--- src/pslp_pkg.sv ---
// ----------------------------------------------------------------------------
// pslp_pkg
// Shared types and constants for the pedal short/long press detector.
// ----------------------------------------------------------------------------
package pslp_pkg;

  localparam int unsigned SampleW  = 8;
  localparam int unsigned ElapsedW = 10;
  localparam int unsigned TimerW   = 16;
  localparam int unsigned CfgIdxW  = 2;
  localparam int unsigned CfgDataW = 16;

  localparam logic [TimerW-1:0]  TimerMax      = '1;
  localparam logic [SampleW-1:0] PressThrRst   = 8'd100;
  localparam logic [SampleW-1:0] ReleaseThrRst = 8'd90;
  localparam logic [TimerW-1:0]  LongPressRst  = 16'd500;

  // Result codes on key_event
  localparam logic KeyPageDown = 1'b0;
  localparam logic KeyPageUp   = 1'b1;

  typedef enum logic [CfgIdxW-1:0] {
    CFG_PRESS_THR   = 2'd0,
    CFG_RELEASE_THR = 2'd1,
    CFG_LONG_PRESS  = 2'd2
  } cfg_idx_e;

  typedef struct packed {
    logic [SampleW-1:0] press_thr;
    logic [SampleW-1:0] release_thr;
    logic [TimerW-1:0]  long_press_ms;
  } cfg_t;

  typedef struct packed {
    logic emit;
    logic key_event;
  } result_t;

endpackage

--- src/pslp_core.sv ---
// ----------------------------------------------------------------------------
// pslp_core
// Hold state and per-sample press/release decision with long-press timer.
// ----------------------------------------------------------------------------
module pslp_core
  import pslp_pkg::*;
(
  input  logic                clk_i,
  input  logic                rst_ni,
  input  logic                step_i,
  input  logic [SampleW-1:0]  pedal_sample_i,
  input  logic                link_connected_i,
  input  logic [ElapsedW-1:0] elapsed_ms_i,
  input  cfg_t                cfg_i,
  output result_t             result_o
);

  logic              held_q, held_d;
  logic [TimerW-1:0] timer_q, timer_d;
  logic              long_rep_q, long_rep_d;

  logic [TimerW:0]   timer_sum;
  logic [TimerW-1:0] timer_adv;

  assign timer_sum = {1'b0, timer_q} + {{(TimerW+1-ElapsedW){1'b0}}, elapsed_ms_i};
  // saturate the hold timer at its top value
  assign timer_adv = timer_sum[TimerW] ? TimerMax : timer_sum[TimerW-1:0];

  always_comb begin
    held_d     = held_q;
    timer_d    = held_q ? timer_adv : timer_q;
    long_rep_d = long_rep_q;
    result_o   = '{emit: 1'b0, key_event: KeyPageDown};

    if (link_connected_i) begin
      priority if (!held_q && (pedal_sample_i > cfg_i.press_thr)) begin
        held_d     = 1'b1;
        timer_d    = '0;
        long_rep_d = 1'b0;
      end else if (held_q && (pedal_sample_i < cfg_i.release_thr)) begin
        if (!long_rep_q && (timer_d != '0) && (timer_d < cfg_i.long_press_ms)) begin
          result_o = '{emit: 1'b1, key_event: KeyPageDown};
        end
        held_d = 1'b0;
      end else begin
        held_d = held_q;
      end

      if (held_d && !long_rep_d && (timer_d >= cfg_i.long_press_ms)) begin
        result_o   = '{emit: 1'b1, key_event: KeyPageUp};
        long_rep_d = 1'b1;
      end
    end
  end

  always_ff @(posedge clk_i or negedge rst_ni) begin
    if (!rst_ni) begin
      held_q     <= 1'b0;
      timer_q    <= '0;
      long_rep_q <= 1'b0;
    end else if (step_i) begin
      held_q     <= held_d;
      timer_q    <= timer_d;
      long_rep_q <= long_rep_d;
    end
  end

`ifndef NO_ASSERTIONS
  a_page_up_marks: assert property (@(posedge clk_i) disable iff (!rst_ni)
    step_i && result_o.emit && (result_o.key_event == KeyPageUp) |=> long_rep_q && held_q)
    else $error("page up without long press marked");

  a_page_down_releases: assert property (@(posedge clk_i) disable iff (!rst_ni)
    step_i && result_o.emit && (result_o.key_event == KeyPageDown) |=> !held_q)
    else $error("page down while pedal still held");

  a_no_event_unlinked: assert property (@(posedge clk_i) disable iff (!rst_ni)
    !link_connected_i |-> !result_o.emit)
    else $error("event while link is down");

  a_idle_holds_state: assert property (@(posedge clk_i) disable iff (!rst_ni)
    !step_i |=> $stable(timer_q) && $stable(held_q))
    else $error("state moved without a sample");
`endif

endmodule

--- src/pedal_short_long_press_detector.sv ---
// ----------------------------------------------------------------------------
// pedal_short_long_press_detector
// Hysteresis press qualifier with short/long press key events.
// ----------------------------------------------------------------------------
// Usage:
//   Input channel (in_valid_i / in_stall_o) carries one pedal poll per beat:
//   sample, link flag and ms elapsed since the previous poll.
//   Output channel (out_valid_o / out_stall_i) carries key_event beats:
//   0 = page down (short press), 1 = page up (long press). A poll yields
//   zero or one beat.
//   A poll accepted into the input register is evaluated from that register
//   and its event sits in the output register once registered there.
//   Throughput: one poll per cycle unless the receiver stalls with an event
//   pending; the compare/add path between the input register and the output register is combinational.
//   When the receiver stalls with an event pending, the input register holds
//   its poll and in_stall_o rises once that register is full; polls resume
//   the cycle the pending beat is taken.
//   Config: cfg_we_i writes register cfg_idx_i (0 press threshold,
//   1 release threshold, 2 long press ms) from cfg_wdata_i; write only
//   while idle. Unknown indexes are dropped.
//   Reset: thresholds 100/90, long press 500 ms, pedal up, timer cleared,
//   both registers empty. The block accepts polls in the first cycle.
// ----------------------------------------------------------------------------
module pedal_short_long_press_detector
  import pslp_pkg::*;
(
  input  logic                clk_i,
  input  logic                rst_ni,

  input  logic                cfg_we_i,
  input  logic [CfgIdxW-1:0]  cfg_idx_i,
  input  logic [CfgDataW-1:0] cfg_wdata_i,

  input  logic                in_valid_i,
  output logic                in_stall_o,
  input  logic [SampleW-1:0]  pedal_sample_i,
  input  logic                link_connected_i,
  input  logic [ElapsedW-1:0] elapsed_ms_i,

  output logic                out_valid_o,
  input  logic                out_stall_i,
  output logic                key_event_o
);

  cfg_t cfg_q;

  logic                s_valid_q;
  logic [SampleW-1:0]  s_sample_q;
  logic                s_link_q;
  logic [ElapsedW-1:0] s_elapsed_q;

  logic    out_valid_q;
  logic    key_event_q;
  logic    out_free;
  logic    step;
  result_t result;

  always_ff @(posedge clk_i or negedge rst_ni) begin
    if (!rst_ni) begin
      cfg_q <= '{press_thr: PressThrRst, release_thr: ReleaseThrRst,
                 long_press_ms: LongPressRst};
    end else if (cfg_we_i) begin
      unique case (cfg_idx_i)
        CFG_PRESS_THR:   cfg_q.press_thr     <= cfg_wdata_i[SampleW-1:0];
        CFG_RELEASE_THR: cfg_q.release_thr   <= cfg_wdata_i[SampleW-1:0];
        CFG_LONG_PRESS:  cfg_q.long_press_ms <= cfg_wdata_i[TimerW-1:0];
        default:         cfg_q               <= cfg_q;
      endcase
    end
  end

  // output slot can take a new beat when empty or being drained
  assign out_free   = !out_valid_q || !out_stall_i;
  assign step       = s_valid_q && out_free;
  assign in_stall_o = s_valid_q && !out_free;

  always_ff @(posedge clk_i or negedge rst_ni) begin
    if (!rst_ni) begin
      s_valid_q <= 1'b0;
    end else if (!in_stall_o) begin
      s_valid_q <= in_valid_i;
    end
  end

  always_ff @(posedge clk_i) begin
    if (in_valid_i && !in_stall_o) begin
      s_sample_q  <= pedal_sample_i;
      s_link_q    <= link_connected_i;
      s_elapsed_q <= elapsed_ms_i;
    end
  end

  pslp_core u_core (
    .clk_i            (clk_i),
    .rst_ni           (rst_ni),
    .step_i           (step),
    .pedal_sample_i   (s_sample_q),
    .link_connected_i (s_link_q),
    .elapsed_ms_i     (s_elapsed_q),
    .cfg_i            (cfg_q),
    .result_o         (result)
  );

  always_ff @(posedge clk_i or negedge rst_ni) begin
    if (!rst_ni) begin
      out_valid_q <= 1'b0;
    end else if (out_free) begin
      out_valid_q <= step && result.emit;
    end
  end

  always_ff @(posedge clk_i) begin
    if (step && result.emit) begin
      key_event_q <= result.key_event;
    end
  end

  assign out_valid_o = out_valid_q;
  assign key_event_o = key_event_q;

endmodule

--- config.mk ---
export PLATFORM = sky130hd
export DESIGN_NAME = pedal_short_long_press_detector
export DESIGN_NICKNAME = d
export VERILOG_FILES = /design/src/pslp_pkg.sv /design/src/pslp_core.sv /design/src/pedal_short_long_press_detector.sv
export SDC_FILE = /design/constraint.sdc
export NUM_CORES = 1
export LEC_CHECK = 0
export BUFFER_PORTS_ARGS = -buffer_cell sky130_fd_sc_hd__buf_2
export CORE_ASPECT_RATIO = 0.8
export CORE_MARGIN = 2
export CORE_UTILIZATION = 43
export CTS_CLUSTER_SIZE = 8
export DETAILED_ROUTE_END_ITERATION = 8
export PLACE_DENSITY_LB_ADDON = 0.05
export SYNTH_ARGS = -nofsm -noshare
export SYNTH_HDL_FRONTEND = slang
export SYNTH_SLANG_ARGS = --single-unit
--- constraint.sdc ---
create_clock -name clk_i -period 5.4 [get_ports clk_i]
set_input_delay 0.81 -clock clk_i [delete_from_list [all_inputs] [get_ports clk_i]]
set_output_delay 0.81 -clock clk_i [all_outputs]
set_load 0.1 [all_outputs]
==> flow_summary.ini <==
[run_status]
status = finished clean

[grt]
grt_antenna_before_repair = 0
grtUsageMet1_pct = 31.8
grt_use_met2_pct = 30.7
grt_max_degree = 53
grt_pass1_vias = 3727
grt.total_usage_pct = 21.3
overflow = 0
busiest_layer = met1
grt_pass1_wl_um = 19300
met3_usage_pct = 5.28

[worst_setup_path]
crit_path_start = u_core.timer_q[0]
r2r_slack_ns = 0.86
worstSetupPathType = reg -> reg
crit_path_end_kind = flop
crit_arrival_ns = 4.62
critPathLaunchType = flop
cp.required_ns = 5.48
crit_fanout = 11
r2r-start = u_core.timer_q[0]

[yosys]
synth_cell_types = 64
synthFlopType = dfrtp_1
synth_cells = 471
async_flop_share_pct = 72.2
syn_area_per_cell_um2 = 10.0
syn-num-nets = 570
synth-seq-cells = 72
synth_warnings = 0
ys_seq_area_share_pct = 40.7
synth_edf_count = 20
syn-cell-area_um2 = 4720

[power]
powerDensity_nw_per_um2 = 526
switchingPower_mw = 1.20
p_int_mw = 1.63
p_total_mw = 2.83
switching_share_pct = 42.4
pwr-share-clk_pct = 21.1
p_leak_nw = 2.49
seqPwrFrac_pct = 28.5
power_frac_comb_pct = 50.4
ir_drop_v = 0.000200

[cts]
tritoncts = built
holdBufCountCts = 0
cts_max_level = 3
clk_latency_ns = 0.34
clk_pin_slew_worst_paths_ns = 0.06
ctsResizeCount = 0
cts-root-buf = clkbuf_16
clk_path_buf_depth = 2
clock_sinks = 72
postCtsSetupBuffers = 0
cts_buffers = 9

[final_layout]
synthToLayoutAreaGrowth_pct = 14.4
multi_input_area_um2 = 2570
register_area_um2 = 1920
fin_nets = 618
fin_util_pct = 50.1
n_fill_cell = 1013
layout-drive-gt1-share_pct = 22.9
fin_area_um2 = 5390
num_antenna_cells = 0
final_cells = 668

[floorplan]
core_um2 = 10800
ioPinCount = 45
start_util_pct = 43.8
fp-row-count = 34
die-area_um2 = 11800
die_y_um = 97.7
dieWidth_um = 121

[timing]
finalWorstPathRequiredPeriod_ns = 4.54
setup_violations = 0
worstMarginPinSlew_ns = 0.961
finalCritPeriodShare_pct = 84.1
drv_slew = 0
hold_viol_final = 0
fin_skew_ns = 0.00701
relSlewSlack_pct = 35.9
tns_ns = 0
fmax_mhz = 220
rsz0062_at_grt = no

[placed_design]
numPortBuffers = 44
place_area_um2 = 5100
dp_hpwl_um = 8810
place_inst = 652
routabilityCongestion = 0.854

[hold_path]
hold_start = cfg_q[9]
hp-class = reg -> reg

[route]
vias = 3653
wl_per_cell_um = 17.4
antenna_left = 0
vias_per_cell = 5.47
routed_wl_um = 11600
drt_iter0_drc = 201
detail_route.first_pass.iterations = 5
route.detailed.drc = 0

[flow_run]
max-cap-violations = 0
-- critical path: stages (launching register included) --
cell      delay (ns)
dfrtp_1         0.39
ha_1            0.22
fa_1            0.44
a211oi_2        0.37
nor3b_4         0.11
o21ai_2         0.44
nand2_2         0.17
o31ai_1         0.38
nor2_1          0.08
ha_1            0.33
a211oi_1        0.29
nand2_1         0.08
a211oi_1        0.23
a211oi_1        0.12
nand3_1         0.16
nor4b_2         0.30
a32oi_1         0.16
-- cells in the mapped netlist (2+ instances only) --
master     count  area share, %
a211oi_2       2           0.53
xor2_1         2           0.37
a21oi_1       28            3.0
a21o_1         7            1.1
a31oi_1        6           0.80
or2_2          2           0.27
ha_1          56             15
o21ai_0       28            3.0
nor3_1         5           0.53
nand3_1       12            1.3
o211ai_1       5           0.80
inv_1         50            4.0
nand2b_1       5           0.66
o21bai_1       3           0.48
nor2b_1        6           0.80
edfxtp_1      20             13
dfrtp_1       39             21
nand2_1       41            3.3
nor2_1        28            2.2
o21a_1         2           0.32
nand4_1        8            1.1
dfstp_2       13            7.2
clkbuf_1       7           0.56
and2_1         4           0.53
o21ai_1        2           0.21
a211oi_1       6           0.96
a2111oi_0      2           0.37
nor2_2         2           0.27
a31o_2         3           0.56
nand3b_1       2           0.32
a22o_1         5           0.93
o21ai_2        2           0.37
o2111ai_1      2           0.37
nor4_1         2           0.27
o22ai_1        3           0.40
a32oi_1        2           0.37
mux2_2        25            6.0
o211ai_2       2           0.53
xnor2_1        7            1.3
-- state kept, by name (all words and copies together) (netlist names) --
signal,flops
s_sample_q,8
s_link_q,1
key_event_o,1
s_elapsed_q,10
u_core.held_q,1
u_core.long_rep_q,1
out_valid_o,1
s_valid_q,1
u_core.timer_q,16
cfg_q,32
-- stage by stage --
stage / setup WS, ns / hold slack, ns
floorplan: 1.56 / 0.465
detailed placement: 0.938 / 0.495
CTS: 0.887 / 0.509
finish: 0.858 / 0.505
global placement: 1.06 / 0.488
global route: 0.498 / 0.518
-- path summary, 6_finish.rpt --
check,to,depth (start not counted)
max in group asynchronous,u_core.timer_q[14],2
min reg2reg,cfg_q[9],1
max reg2reg,key_event_o,16
min in group asynchronous,cfg_q[18],2
max,key_event_o,16
min,cfg_q[9],1
-- area by class of cell --
cell class	instances	area share, %
Clock buffer	10	4.43
Clock inverter	6	1.09
Inverter	50	3.48
Multi-Input combinational cell	339	47.6
Sequential cell	72	35.6
Tap cell	144	3.34
Timing Repair Buffer	47	4.50
-- routing by layer --
metal | vias up | share of wire (%)
met5 | - | 0
li1 | 1796 | -
met3 | 13 | 5.0
met4 | 0 | 1.3
met2 | 81 | 42
met1 | 1763 | 52
-- kinds of logic after synthesis --
kind of cell	Yosys count	share of synthesized area, %
compound gates	120	17.4
simple gates	125	13.2
flops	72	40.7
fa+ha+maj	57	15.3
xor+xnor	9	1.67
buf+inv	60	4.88
mux	28	6.95
-- power groups by stage --
stage	Combinational (mW)	Clock (mW)	Sequential [mW]
after floorplan	1.08	0	0.781
after CTS	1.42	0.614	0.806
final	1.43	0.599	0.808
after global routing	1.62	0.640	0.826
after detailed placement	1.41	0	0.816
after global placement	1.39	0	0.815
-- placed cells by master (no fill, tap or decap), types with 3 or more instances in the layout --
master and n:
o21ai_0 28, ha_1 56, nand2b_1 5, a211oi_1 6
o21bai_1 3, xnor2_1 7, nor2_1 28, a21oi_1 28
a21o_1 7, dfstp_2 13, a31oi_1 6, clkbuf_16 9
a31o_2 3, a22o_1 5, nand3_1 12, and2_1 4
mux2_2 25, nor3_1 5, nand2_1 41, dfrtp_1 39
buf_4 3, o22ai_1 3, inv_1 50, nand4_1 8
nor2b_1 6, buf_2 44, edfxtp_1 20, o211ai_1 5
Power figures use the tool's default switching activity.
